[config.mk]
export PLATFORM = sky130hd
export DESIGN_NAME = mwsm_div
export DESIGN_NICKNAME = d
export VERILOG_FILES = /design/src/mecanum_wheel_speed_mixer_macros.svh /design/src/mwsm_pkg.sv /design/src/mwsm_div.sv
export SDC_FILE = /design/constraint.sdc
export NUM_CORES = 2
export LEC_CHECK = 0
export BUFFER_PORTS_ARGS = -buffer_cell sky130_fd_sc_hd__buf_2
export CAP_MARGIN = 0
export CORE_MARGIN = 2
export CORE_UTILIZATION = 61
export CTS_CLUSTER_DIAMETER = 150
export DETAILED_ROUTE_END_ITERATION = 10
export PLACE_DENSITY_LB_ADDON = 0.25
export REMOVE_ABC_BUFFERS = 1
export SLEW_MARGIN = 30
export SYNTH_ARGS = -nofsm -noshare
export SYNTH_HDL_FRONTEND = slang
export SYNTH_SLANG_ARGS = --single-unit
[constraint.sdc]
create_clock -name i_clk -period 21 [get_ports i_clk]
set_input_delay 2.1 -clock i_clk [delete_from_list [all_inputs] [get_ports i_clk]]
set_output_delay 2.1 -clock i_clk [all_outputs]
set_load 0.01 [all_outputs]
[src/mecanum_wheel_speed_mixer_macros.svh]
// Assertion macros for the mecanum wheel speed mixer.
// Needs i_clk and i_rst_n in the including module's scope.
`ifndef MECANUM_WHEEL_SPEED_MIXER_MACROS_SVH
`define MECANUM_WHEEL_SPEED_MIXER_MACROS_SVH

// Implication checked while out of reset.
`define MWSM_ASSERT_IMP(lbl, ante, cons) \
    lbl: assert property (@(posedge i_clk) disable iff (!i_rst_n) (ante) |-> (cons)) \
        else $error("mwsm assertion failed");

// Plain check at every edge, reset included.
`define MWSM_ASSERT_ALWAYS(lbl, expr) \
    lbl: assert property (@(posedge i_clk) (expr)) \
        else $error("mwsm assertion failed");

`endif

[src/mwsm_pkg.sv]
// Shared types, constants and the sine table for the wheel speed mixer.
// No dependencies.
package mwsm_pkg;

    localparam int SINE_TABLE_DEPTH = 256;
    localparam int IDX_W            = $clog2(SINE_TABLE_DEPTH + 1);
    localparam int SCALE_W          = 14 + IDX_W;
    localparam int SPEED_W          = 15;
    localparam logic [SPEED_W-1:0] MAX_SPEED_RESET = 15'd30000;
    localparam longint HALF_PI_Q30  = 64'sd1686629713;
    localparam longint Q30_ONE      = 64'sd1 <<< 30;

    localparam int WHEEL_W  = 19;               // exact mixed wheel speed
    localparam int MAG_W    = 18;               // |wheel|
    localparam int PROD_W   = MAG_W + SPEED_W;  // |wheel| * max
    localparam int DIV_STAGES     = 5;
    localparam int BITS_PER_STAGE = SPEED_W / DIV_STAGES;
    localparam int N_STAGES = 2 + 3 + DIV_STAGES + 1;

    typedef struct packed {
        logic signed [15:0] vel_x;
        logic signed [15:0] vel_y;
        logic signed [15:0] yaw_rate;
        logic        [15:0] heading;
    } t_cmd;

    typedef struct packed {
        logic signed [15:0] wheel_front_right;
        logic signed [15:0] wheel_front_left;
        logic signed [15:0] wheel_rear_left;
        logic signed [15:0] wheel_rear_right;
    } t_wheels;

    // Floored Q15 products of the rotation, plus the yaw term.
    typedef struct packed {
        logic signed [15:0] p_yc;
        logic signed [15:0] p_xs;
        logic signed [15:0] p_xc;
        logic signed [15:0] p_ys;
        logic signed [15:0] yaw;
    } t_rot;

    typedef struct packed {
        logic              neg;
        logic [15:0]       wlo;
        logic [PROD_W-1:0] dvd;
    } t_lane;

    typedef struct packed {
        t_lane [3:0]      lane;
        logic             scale;
        logic [MAG_W-1:0] mag;
    } t_mix;

    typedef struct packed {
        logic               neg;
        logic [15:0]        wlo;
        logic [SPEED_W-1:0] q;
    } t_quo;

    typedef struct packed {
        t_quo [3:0] lane;
        logic       scale;
    } t_div;

    typedef logic [15:0] t_sine_rom [0:SINE_TABLE_DEPTH];

    // term * x * x in Q30, each product truncated toward zero
    function automatic longint q30_sq_mul(input longint t, input longint x);
        longint p;
        p = (t * x) / Q30_ONE;
        return (p * x) / Q30_ONE;
    endfunction

    // Quarter-wave sine in Q1.15, Taylor series in Q30, rounded half up.
    function automatic t_sine_rom build_sine_rom();
        t_sine_rom rom;
        longint x;
        longint term;
        longint sum;
        longint v;
        for (int i = 0; i <= SINE_TABLE_DEPTH; i++) begin
            x    = (longint'(i) * HALF_PI_Q30) / SINE_TABLE_DEPTH;
            term = x;
            sum  = x;
            // divisors are (2k)(2k+1) for k = 1..7
            term = -q30_sq_mul(term, x) / 64'sd6;   sum = sum + term;
            term = -q30_sq_mul(term, x) / 64'sd20;  sum = sum + term;
            term = -q30_sq_mul(term, x) / 64'sd42;  sum = sum + term;
            term = -q30_sq_mul(term, x) / 64'sd72;  sum = sum + term;
            term = -q30_sq_mul(term, x) / 64'sd110; sum = sum + term;
            term = -q30_sq_mul(term, x) / 64'sd156; sum = sum + term;
            term = -q30_sq_mul(term, x) / 64'sd210; sum = sum + term;
            if (sum < 0) sum = 0;
            v = (sum + 64'sd16384) / 64'sd32768;
            if (v > 32767) v = 32767;
            rom[i] = v[15:0];
        end
        return rom;
    endfunction

    localparam t_sine_rom SINE_ROM = build_sine_rom();

    function automatic logic signed [16:0] sine_lookup(input logic [15:0] angle);
        logic [SCALE_W-1:0] scaled;
        logic [IDX_W-1:0]   idx;
        logic [IDX_W-1:0]   addr;
        logic signed [16:0] v;
        scaled = SCALE_W'(angle[13:0]) * SCALE_W'(SINE_TABLE_DEPTH);
        idx    = scaled[SCALE_W-1:14];
        addr   = angle[14] ? IDX_W'(SINE_TABLE_DEPTH) - idx : idx;
        v      = $signed({1'b0, SINE_ROM[addr]});
        return angle[15] ? -v : v;
    endfunction

endpackage

[src/mwsm_div.sv]
// Pipelined restoring divider, four lanes, three quotient bits per stage.
// Depends on mwsm_pkg.
module mwsm_div import mwsm_pkg::*; (
    input  logic                  i_clk,
    input  logic [DIV_STAGES-1:0] i_en,
    input  t_mix                  i_mix,
    output t_div                  o_div
);

    typedef struct packed {
        logic               neg;
        logic [15:0]        wlo;
        logic [MAG_W-1:0]   rem;
        logic [SPEED_W-1:0] low;
        logic [SPEED_W-1:0] q;
    } t_dlane;

    typedef struct packed {
        t_dlane [3:0]     lane;
        logic             scale;
        logic [MAG_W-1:0] mag;
    } t_dst;

    t_dst r_st [DIV_STAGES];
    t_dst src  [DIV_STAGES];
    t_dst nxt  [DIV_STAGES];

    // dividend < mag * 2^15 when scaling, so the upper part starts below mag
    always_comb begin
        src[0].scale = i_mix.scale;
        src[0].mag   = i_mix.mag;
        for (int j = 0; j < 4; j++) begin
            src[0].lane[j].neg = i_mix.lane[j].neg;
            src[0].lane[j].wlo = i_mix.lane[j].wlo;
            src[0].lane[j].rem = i_mix.lane[j].dvd[PROD_W-1:SPEED_W];
            src[0].lane[j].low = i_mix.lane[j].dvd[SPEED_W-1:0];
            src[0].lane[j].q   = '0;
        end
    end

    for (genvar s = 0; s < DIV_STAGES; s++) begin : g_stage
        if (s > 0) begin : g_src
            assign src[s] = r_st[s-1];
        end

        always_comb begin
            logic [MAG_W:0] t;
            logic           ge;
            nxt[s] = src[s];
            for (int j = 0; j < 4; j++) begin
                for (int b = 0; b < BITS_PER_STAGE; b++) begin
                    t  = {nxt[s].lane[j].rem, nxt[s].lane[j].low[SPEED_W-1]};
                    ge = t >= {1'b0, nxt[s].mag};
                    if (ge) t = t - {1'b0, nxt[s].mag};
                    nxt[s].lane[j].rem = t[MAG_W-1:0];
                    nxt[s].lane[j].low = {nxt[s].lane[j].low[SPEED_W-2:0], 1'b0};
                    nxt[s].lane[j].q   = {nxt[s].lane[j].q[SPEED_W-2:0], ge};
                end
            end
        end

        always_ff @(posedge i_clk) begin
            if (i_en[s]) begin
                r_st[s] <= nxt[s];
            end
        end
    end

    always_comb begin
        o_div.scale = r_st[DIV_STAGES-1].scale;
        for (int j = 0; j < 4; j++) begin
            o_div.lane[j].neg = r_st[DIV_STAGES-1].lane[j].neg;
            o_div.lane[j].wlo = r_st[DIV_STAGES-1].lane[j].wlo;
            o_div.lane[j].q   = r_st[DIV_STAGES-1].lane[j].q;
        end
    end

endmodule

==> qor.csv <==
metric,value,unit
status,"complete, no violations",
area fraction of the dominant cell type after synthesis,34.0,%
"Avg Cell Area, Syn",9.80,um2
CTS tree,yes,
Yosys reg bits,1005,
Max Cap Viol,0,
Top Registers,r_st: 1005 flops,
Nets,10800,
Slew @ Worst Pin,1.08,ns
area grow syn2layout,8.40,%
hold_sp,r_st[0][335],
# IOs,354,
Tcrit/Tclk final,51.6,%
Core Footprint,0.144,mm2
initial core utilization,61.7,%
Final Hold Fails,0,
die width,386,um
largest net degree at the start of global routing,149,
"wirelength, routed",249,mm
Cell Rows,139,
Netlist cell types,103,
Slew Limit Headroom,27.9,%
drt pass-1 iters,6,
RR Endpoint,r_st[0][783],
Detail Route Antenna Nets,0,
via count,71800,
worst-path maximum fanout,29,
drt drc,0,
Post-synth EDFFs,1005,
CP Launch Type,primary input,
vias per cell,6.30,
GRT Total Usage,32.7,%
"Setup violations, final",0,
most common flop cell mapped by yosys,edfxtp_1,
Die ar.,0.149,mm2
"top cells by area, synth","edfxtp_1 34%, ha_1 15%, mux2_2 5.6%",
Num CTS Buffers,108,
Setup crit end kind,register,
Reg2Reg Depth,41,
HP Class,reg -> reg,
Mapped Cells,9064,
min Tclk post-route,10.84,ns
clk slew on worst S/H paths,0.06,ns
ys async rst share,0,%
hold buffers post-CTS,0,
Synth Warn #,0,
"slowest stage delay, CP",0.62,ns
drt wl/cell,21.9,um
initial drt markers,5274,
hold path depth,0,
GP Congestion,0.986,
Syn Std Cell Area,0.0888,mm2
"area leader, netlist",edfxtp_1,
cts repair resizes,0,
Largest register FFs,1005,
Arrival @ worst endpoint,11.35,ns
cell at the slowest stage of the critical path,a211o_1,
setup TNS,0,ns
f_max,0.0923,GHz
DP HPWL,189,mm
die height,386,um
Fin Clk Skew,0.0425,ns
initial antenna violation count,3,
Top reg by flops,r_st,
worst skew pair latency,0.77,ns
share of cells above drive strength 1,13.0,%
required time worst endpoint,21.51,ns
vias in the first global route,69100,
Reg2Reg Setup Slack,10.30,ns
Hold EP,r_st[0][602],
IO Port Bufs,353,
Post-CTS Setup Inserts,0,
CTS Root Cell,clkbuf_16,
post-synthesis sequential area ratio,34.0,%
total congestion overflow,0,
RSZ-0062 raised after global routing,no,
CTS HTree Levels,3,
Max clock buf depth,3,
first-pass GRT wire length,383,mm
"Slew Viols, Final",0,
Clock Sink Count,1005,
worst r2r src,r_st[0][268],
critical path class,in -> reg,
==> stage by stage <==
step | hold slack, ns | util (%) | instance area [um2] | instances | setup slack (ns)
floorplan | 0.400 | - | 87200 | 8795 | 9.12
global placement | 0.400 | 64.2 | 92500 | 11200 | 9.65
detailed placement | 0.405 | 64.3 | 92600 | 11200 | 9.45
CTS | 0.402 | 66.8 | 96200 | 11400 | 10.25
global route | 0.409 | 66.8 | 96200 | 11400 | 9.48
finish | 0.410 | 66.8 | 96200 | 11400 | 10.16
==> layer usage <==
layer	vias to the layer above	part of all wire (%)	global-route usage, %
met1	34000	41	41.0
met4	0	5.9	17.0
li1	34500	-	-
met2	2508	47	54.9
met5	-	0	0
met3	698	6.4	4.65
==> cell usage in the layout, fill, tap and decap left out, types with 46 or more instances in the layout <==
cell type	instances
edfxtp_1	1005
o21bai_1	101
buf_2	348
buf_4	132
o21ai_0	581
and3_1	48
nand2b_1	125
a31oi_1	64
or3_1	56
nor2b_1	166
o21a_1	134
nor2_1	553
mux2i_1	144
nand4_1	152
xor2_1	259
ha_1	1080
clkbuf_16	108
fa_1	56
mux2_2	445
a211oi_1	61
nand3_1	144
nand2_1	567
nor3_1	168
a21o_1	337
a21oi_1	798
inv_1	520
xnor2_1	529
o31ai_1	50
o211ai_1	46
==> cell usage after synthesis (24+ instances only) <==
cell and n:
o21bai_1 101, o22a_1 26, buf_4 136, and2_1 32, a21o_1 337, nor4_1 27
inv_1 520, o21a_1 134, mux2_2 445, ha_1 1080, a211o_1 27, a21boi_0 42
xor2_1 259, or2_2 42, or3_1 56, o21ai_0 585, a21oi_1 801, nor2_1 553
o211ai_1 46, a31oi_1 64, o221ai_1 44, clkbuf_1 98, nand2b_1 125, nand3_1 145
nand4_1 152, and4_1 28, nor2b_1 166, nor3_1 170, mux2i_1 144, xnor2_1 529
a211oi_1 61, edfxtp_1 1005, fa_1 56, and3_1 48, nand2_1 567, o31ai_1 51
buf_2 24
==> cells by family (layout without fill, tap and decap cells) <==
logic type | Yosys count | after routing | share of synthesized area [%]
and+or+nand+nor | 2164 | 2164 | 11.9
AOI/OAI and AO/OA | 2583 | 2583 | 18.5
adders and majority gates | 1136 | 1136 | 16.5
xor gates and xnor gates | 788 | 788 | 7.77
other | 0 | 3 | 0
muxes | 596 | 596 | 7.39
DFF | 1005 | 1005 | 34.0
buffers and inverters | 792 | 1214 | 3.97
==> worst max-delay path by stage <==
stage                        start           end  slack (ns)  cells past startpoint
after CTS                 i_mix[1]  r_st[0][238]       10.25                     38
after floorplan           i_mix[1]  r_st[0][110]        9.12                     32
final                     i_mix[1]  r_st[0][238]       10.16                     38
after detailed placement  i_mix[1]  r_st[0][239]        9.45                     38
after global routing      i_mix[1]  r_st[0][234]        9.48                     38
after global placement    i_mix[1]   r_st[0][50]        9.65                     36
==> layout make-up <==
cell class	instances	area, um2
tap	1903	2380
clock buffer	125	2770
antenna	3	7.51
multi-input combinational	7267	55200
inverter	523	1960
timing repair buffer	492	2910
clock inverter	74	837
sequential	1005	30200
fill	11400	47800
==> worst max-delay path: cells and delay by family <==
family / cells / cell delay, ns
AO/OA/AOI/OAI: 19 / 4.77
buffers and inverters: 7 / 1.66
AND/OR/NAND/NOR: 7 / 1.10
adder cells (fa/ha/maj): 3 / 0.88
multiplexers: 2 / 0.83
Power is left out: the tool's default activity adds up to more than one toggle a clock period on the data nets, which glitch-free logic cannot reach.
