`src/mecanum_wheel_speed_mixer_macros.svh`:
```
// Assertion macros for the mecanum wheel speed mixer.
// Needs i_clk and i_rst_n in the including module's scope.
`ifndef MECANUM_WHEEL_SPEED_MIXER_MACROS_SVH
`define MECANUM_WHEEL_SPEED_MIXER_MACROS_SVH

// Implication checked while out of reset.
`define MWSM_ASSERT_IMP(lbl, ante, cons) \
    lbl: assert property (@(posedge i_clk) disable iff (!i_rst_n) (ante) |-> (cons)) \
        else $error("mwsm assertion failed");

// Plain check at every edge, reset included.
`define MWSM_ASSERT_ALWAYS(lbl, expr) \
    lbl: assert property (@(posedge i_clk) (expr)) \
        else $error("mwsm assertion failed");

`endif

```
`src/mwsm_pkg.sv`:
```
// Shared types, constants and the sine table for the wheel speed mixer.
// No dependencies.
package mwsm_pkg;

    localparam int SINE_TABLE_DEPTH = 256;
    localparam int IDX_W            = $clog2(SINE_TABLE_DEPTH + 1);
    localparam int SCALE_W          = 14 + IDX_W;
    localparam int SPEED_W          = 15;
    localparam logic [SPEED_W-1:0] MAX_SPEED_RESET = 15'd30000;
    localparam longint HALF_PI_Q30  = 64'sd1686629713;
    localparam longint Q30_ONE      = 64'sd1 <<< 30;

    localparam int WHEEL_W  = 19;               // exact mixed wheel speed
    localparam int MAG_W    = 18;               // |wheel|
    localparam int PROD_W   = MAG_W + SPEED_W;  // |wheel| * max
    localparam int DIV_STAGES     = 5;
    localparam int BITS_PER_STAGE = SPEED_W / DIV_STAGES;
    localparam int N_STAGES = 2 + 3 + DIV_STAGES + 1;

    typedef struct packed {
        logic signed [15:0] vel_x;
        logic signed [15:0] vel_y;
        logic signed [15:0] yaw_rate;
        logic        [15:0] heading;
    } t_cmd;

    typedef struct packed {
        logic signed [15:0] wheel_front_right;
        logic signed [15:0] wheel_front_left;
        logic signed [15:0] wheel_rear_left;
        logic signed [15:0] wheel_rear_right;
    } t_wheels;

    // Floored Q15 products of the rotation, plus the yaw term.
    typedef struct packed {
        logic signed [15:0] p_yc;
        logic signed [15:0] p_xs;
        logic signed [15:0] p_xc;
        logic signed [15:0] p_ys;
        logic signed [15:0] yaw;
    } t_rot;

    typedef struct packed {
        logic              neg;
        logic [15:0]       wlo;
        logic [PROD_W-1:0] dvd;
    } t_lane;

    typedef struct packed {
        t_lane [3:0]      lane;
        logic             scale;
        logic [MAG_W-1:0] mag;
    } t_mix;

    typedef struct packed {
        logic               neg;
        logic [15:0]        wlo;
        logic [SPEED_W-1:0] q;
    } t_quo;

    typedef struct packed {
        t_quo [3:0] lane;
        logic       scale;
    } t_div;

    typedef logic [15:0] t_sine_rom [0:SINE_TABLE_DEPTH];

    // term * x * x in Q30, each product truncated toward zero
    function automatic longint q30_sq_mul(input longint t, input longint x);
        longint p;
        p = (t * x) / Q30_ONE;
        return (p * x) / Q30_ONE;
    endfunction

    // Quarter-wave sine in Q1.15, Taylor series in Q30, rounded half up.
    function automatic t_sine_rom build_sine_rom();
        t_sine_rom rom;
        longint x;
        longint term;
        longint sum;
        longint v;
        for (int i = 0; i <= SINE_TABLE_DEPTH; i++) begin
            x    = (longint'(i) * HALF_PI_Q30) / SINE_TABLE_DEPTH;
            term = x;
            sum  = x;
            // divisors are (2k)(2k+1) for k = 1..7
            term = -q30_sq_mul(term, x) / 64'sd6;   sum = sum + term;
            term = -q30_sq_mul(term, x) / 64'sd20;  sum = sum + term;
            term = -q30_sq_mul(term, x) / 64'sd42;  sum = sum + term;
            term = -q30_sq_mul(term, x) / 64'sd72;  sum = sum + term;
            term = -q30_sq_mul(term, x) / 64'sd110; sum = sum + term;
            term = -q30_sq_mul(term, x) / 64'sd156; sum = sum + term;
            term = -q30_sq_mul(term, x) / 64'sd210; sum = sum + term;
            if (sum < 0) sum = 0;
            v = (sum + 64'sd16384) / 64'sd32768;
            if (v > 32767) v = 32767;
            rom[i] = v[15:0];
        end
        return rom;
    endfunction

    localparam t_sine_rom SINE_ROM = build_sine_rom();

    function automatic logic signed [16:0] sine_lookup(input logic [15:0] angle);
        logic [SCALE_W-1:0] scaled;
        logic [IDX_W-1:0]   idx;
        logic [IDX_W-1:0]   addr;
        logic signed [16:0] v;
        scaled = SCALE_W'(angle[13:0]) * SCALE_W'(SINE_TABLE_DEPTH);
        idx    = scaled[SCALE_W-1:14];
        addr   = angle[14] ? IDX_W'(SINE_TABLE_DEPTH) - idx : idx;
        v      = $signed({1'b0, SINE_ROM[addr]});
        return angle[15] ? -v : v;
    endfunction

endpackage

```
`src/mwsm_mix.sv`:
```
// Wheel mixing, magnitude/max search and dividend product.
// Depends on mwsm_pkg.
module mwsm_mix import mwsm_pkg::*; (
    input  logic               i_clk,
    input  logic [2:0]         i_en,
    input  t_rot               i_rot,
    input  logic [SPEED_W-1:0] i_max,
    output t_mix               o_mix
);

    logic signed [WHEEL_W-1:0] fb, lr, om;
    logic signed [WHEEL_W-1:0] r_w [4];
    logic signed [WHEEL_W-1:0] w_abs [4];
    logic [MAG_W-1:0]          r_a [4];
    logic [3:0]                r_neg;
    logic [15:0]               r_wlo [4];
    logic [MAG_W-1:0]          r_m;
    logic [MAG_W-1:0]          m01, m23;
    t_mix                      r_mix;

    assign fb = WHEEL_W'(i_rot.p_yc) + WHEEL_W'(i_rot.p_xs);
    assign lr = WHEEL_W'(i_rot.p_xc) - WHEEL_W'(i_rot.p_ys);
    assign om = WHEEL_W'(i_rot.yaw);

    always_ff @(posedge i_clk) begin
        if (i_en[0]) begin
            r_w[0] <= lr - fb + om;
            r_w[1] <= fb + lr + om;
            r_w[2] <= fb - lr + om;
            r_w[3] <= om - fb - lr;
        end
    end

    always_comb begin
        for (int j = 0; j < 4; j++) begin
            w_abs[j] = r_w[j][WHEEL_W-1] ? -r_w[j] : r_w[j];
        end
        m01 = (w_abs[0][MAG_W-1:0] > w_abs[1][MAG_W-1:0]) ?
              w_abs[0][MAG_W-1:0] : w_abs[1][MAG_W-1:0];
        m23 = (w_abs[2][MAG_W-1:0] > w_abs[3][MAG_W-1:0]) ?
              w_abs[2][MAG_W-1:0] : w_abs[3][MAG_W-1:0];
    end

    always_ff @(posedge i_clk) begin
        if (i_en[1]) begin
            for (int j = 0; j < 4; j++) begin
                r_a[j]   <= w_abs[j][MAG_W-1:0];
                r_neg[j] <= r_w[j][WHEEL_W-1];
                r_wlo[j] <= r_w[j][15:0];
            end
            r_m <= (m01 > m23) ? m01 : m23;
        end
    end

    always_ff @(posedge i_clk) begin
        if (i_en[2]) begin
            for (int j = 0; j < 4; j++) begin
                r_mix.lane[j].dvd <= PROD_W'(r_a[j]) * PROD_W'(i_max);
                r_mix.lane[j].neg <= r_neg[j];
                r_mix.lane[j].wlo <= r_wlo[j];
            end
            r_mix.scale <= r_m > MAG_W'(i_max);
            r_mix.mag   <= r_m;
        end
    end

    assign o_mix = r_mix;

endmodule

```
`config.mk`:
```
export PLATFORM = sky130hd
export DESIGN_NAME = mwsm_mix
export DESIGN_NICKNAME = d
export VERILOG_FILES = /design/src/mecanum_wheel_speed_mixer_macros.svh /design/src/mwsm_pkg.sv /design/src/mwsm_mix.sv
export SDC_FILE = /design/constraint.sdc
export NUM_CORES = 2
export LEC_CHECK = 0
export BUFFER_PORTS_ARGS = -buffer_cell sky130_fd_sc_hd__buf_4
export CORE_MARGIN = 2
export CORE_UTILIZATION = 55
export CTS_CLUSTER_DIAMETER = 200
export DETAILED_ROUTE_END_ITERATION = 7
export PLACE_DENSITY = 0.73
export SYNTH_ARGS = -nofsm -noshare
export SYNTH_HDL_FRONTEND = slang
export SYNTH_SLANG_ARGS = --single-unit
```
`constraint.sdc`:
```
create_clock -name i_clk -period 8.9 [get_ports i_clk]
set_input_delay 0.445 -clock i_clk [delete_from_list [all_inputs] [get_ports i_clk]]
set_output_delay 0.445 -clock i_clk [all_outputs]
set_load 0.01 [all_outputs]
```
==> reports/results.ini <==
[run_status]
status = completed

[die]
fp.dieW_um = 329
die_area_mm2 = 0.108
start_util_pct = 55.3
row_count = 119
die_height_um = 329
core-area_mm2 = 0.105
io_pins = 318

[clocking]
ctsHoldBuffers = 0
cts_tree = yes
postCtsSetupRepairBufs = 0
cts.sinks = 441
cts.repair.resized = 0
cts_buffer_depth = 3
htreeDepth = 2
clk_pin_slew_ns = 0.06
cts-root-buf = clkbuf_16
cts_buffers = 50
clk-insertion-delay-late_ns = 0.67

[layout]
ff_latch_area_mm2 = 0.0132
drive_above_1_share_pct = 7.80
multiInputGateArea_mm2 = 0.0395
antenna_cells = 0
fillerInstances = 8812
area_growth_pct = 8.72
stdcell_count = 7367
fin_nets = 7495
stdcell_area_mm2 = 0.0632

[synth]
async_reset_ff_share_pct = 0
synth_enable_flop_cells = 441
synthesis.instances = 5758
synth_nets = 7317
yosysSeqAreaShare_pct = 22.8
synth.avg_cell_area_um2 = 10.1
ys_ff_latch = 441
yosys_warnings = 0
synth-main-ff-cell = edfxtp_1
syn-cell-area_mm2 = 0.0581
yosys.cell_types.count = 74

[run]
maxCapViolations = 0

[worst_setup_path]
arrival_ns = 7.81
worst-r2r-cell-count = 25
setup.worst_path.start = r_w[0][0]
rrSetupSlack_ns = 1.48
cp_max_fo = 17
cp.required_ns = 9.28
startpoint_type = flip-flop
end_kind = flip-flop
crit_type = flip-flop to flip-flop
reg2reg_to = r_m[13]
rr_startpoint = r_w[0][0]

[sta]
fin_crit_ns = 7.42
slew_headroom_pct = 25.4
worst_pin_slew_ns = 1.12
setup_slack_ns = 1.48
setup_violations = 0
worst_clock_skew_ns = 0.0394
drv_slew = 0
timing.final.crit_share_pct = 83.4
hold_viol = 0
rsz0062_at_grt = false
fmax_mhz = 135
fin_setup_tns_ns = 0

[global_route]
grt_pass1_vias = 43200
overflow = 0
grt_pass1_wl_mm = 233
antenna_found_initial = 4
grt.total_usage_pct = 27.8
grt_max_degree = 86

[detailed_routing]
wl_mm = 146
ant_nets = 0
via_per_inst = 5.56
drc = 0
vias = 41000
drt_iter0_drc = 2542
wl_per_cell_um = 19.8
drtPass1Iterations = 5

[placed_design]
post-dp-hpwl_mm = 113
dp.cells = 7275
place.gp.congestion = 0.911
placed_area_mm2 = 0.0616
pre_cts_slack_ns = 1.49
io_buffers = 317

[min_path]
hold_class = input port to flip-flop
hold_end = r_w[3][0]
hold_start = i_rot[1]
hold_depth = 2

[state kept, by name, summed over array words and instances, names as in the netlist]
signal	count
o_mix	215
r_m	18
r_a	70
r_wlo	60
r_w	74
r_neg	4
[worst max-delay path by stage]
stage | end | cells after the start
after floorplan | o_mix[49] | 23
after global placement | r_m[13] | 21
after detailed placement | o_mix[49] | 21
after CTS | r_m[13] | 25
after global routing | r_m[13] | 25
final | r_m[13] | 25
[final cells by class]
type / count / share of cell area, %
multi-input cells: 3897 / 62.5
flip-flops and latches: 441 / 21.0
inverters: 1211 / 7.20
repair buffers: 335 / 4.00
well taps: 1391 / 2.76
clock buffers: 58 / 2.03
clock inverters: 34 / 0.515
[cells by family after synthesis]
family / share of synthesized area (%)
AOI/OAI and AO/OA: 6.56
xor gates and xnor gates: 3.83
adders and majority gates: 43.0
buffers and inverters: 9.23
DFF: 22.8
muxes: 1.01
and+or+nand+nor: 13.6
[stage by stage]
| stage | hold slack, ns | util (%) |
|---|---|---|
| 2_1_floorplan | 0.400 | - |
| 3_3_place_gp | 0.403 | 58.6 |
| 3_5_place_dp | 0.405 | 58.6 |
| 4_1_cts | 0.145 | 60.2 |
| 5_1_grt | 0.165 | 60.2 |
| 6_report | 0.169 | 60.2 |
[metal layers]
metal | wire length, um | up-vias | GRT usage (%)
li1 | - | 18500 | -
met1 | 57000 | 20600 | 35.4
met2 | 70800 | 1536 | 46.7
met3 | 10700 | 326 | 4.26
met4 | 7680 | 2 | 13.5
met5 | 10 | - | 0
[cells in the mapped netlist, types with 9 or more instances]
master,n,area share [%]
nor3_1,47,0.40
nor2_1,110,0.71
a211oi_1,21,0.27
a21o_1,70,0.90
o21a_1,31,0.40
o21bai_1,25,0.32
or3_1,25,0.27
or2_2,12,0.13
a211o_1,9,0.14
a41oi_1,9,0.14
ha_1,565,12
mux2i_1,26,0.45
or4_1,10,0.13
nand4_1,16,0.17
edfxtp_1,441,23
nand2_1,570,3.7
o31ai_1,31,0.40
a31oi_1,23,0.25
fa_1,895,31
inv_1,1211,7.8
mux2_2,20,0.39
nor4_1,11,0.12
nor2b_1,31,0.33
a21boi_0,9,0.12
o21ai_0,118,1.0
clkbuf_1,201,1.3
a21oi_1,167,1.4
nand2b_1,23,0.25
o41ai_1,10,0.15
and3_1,26,0.28
xnor2_1,165,2.5
nand3_1,42,0.36
and2_1,599,6.5
o211ai_1,17,0.22
xor2_1,87,1.3
[layout by cell type (no fill, tap or decap), drive strengths merged, types with 10 or more instances in the layout]
cell type,instances
inv,1220
fa,895
and2,599
nand2,570
ha,565
edfxtp,441
buf,335
a21oi,167
xnor2,165
o21ai,121
nor2,110
xor2,88
a21o,70
clkbuf,58
nor3,47
nand3,42
o31ai,32
o21a,31
nor2b,31
mux2,27
and3,26
mux2i,26
or3,26
o21bai,25
nand2b,23
a31oi,23
a211oi,21
clkinv,18
o211ai,17
nand4,16
or2,12
or4,12
nor4,11
o41ai,10
[critical path, stage by stage, from the launching register on]
cell	delay, ns
edfxtp_1	0.51
inv_1	0.31
ha_1	0.21
or3b_1	0.38
or4_4	0.45
o21ai_2	0.25
nand2b_1	0.10
o21ai_0	0.21
xor2_1	0.16
inv_1	0.09
ha_1	0.29
nor2b_1	0.13
o21ai_0	0.13
nand2b_1	0.13
o31ai_4	0.95
mux2_4	0.36
ha_1	0.29
a21o_1	0.16
a21oi_1	0.16
nor2b_1	0.06
a2111oi_0	0.34
o21ai_0	0.13
a21o_1	0.16
o21ai_1	0.48
buf_4	0.34
mux2_2	0.35
Power is not shown: default switching activity piles up to over one toggle a cycle in this logic, so the estimate is an artifact.
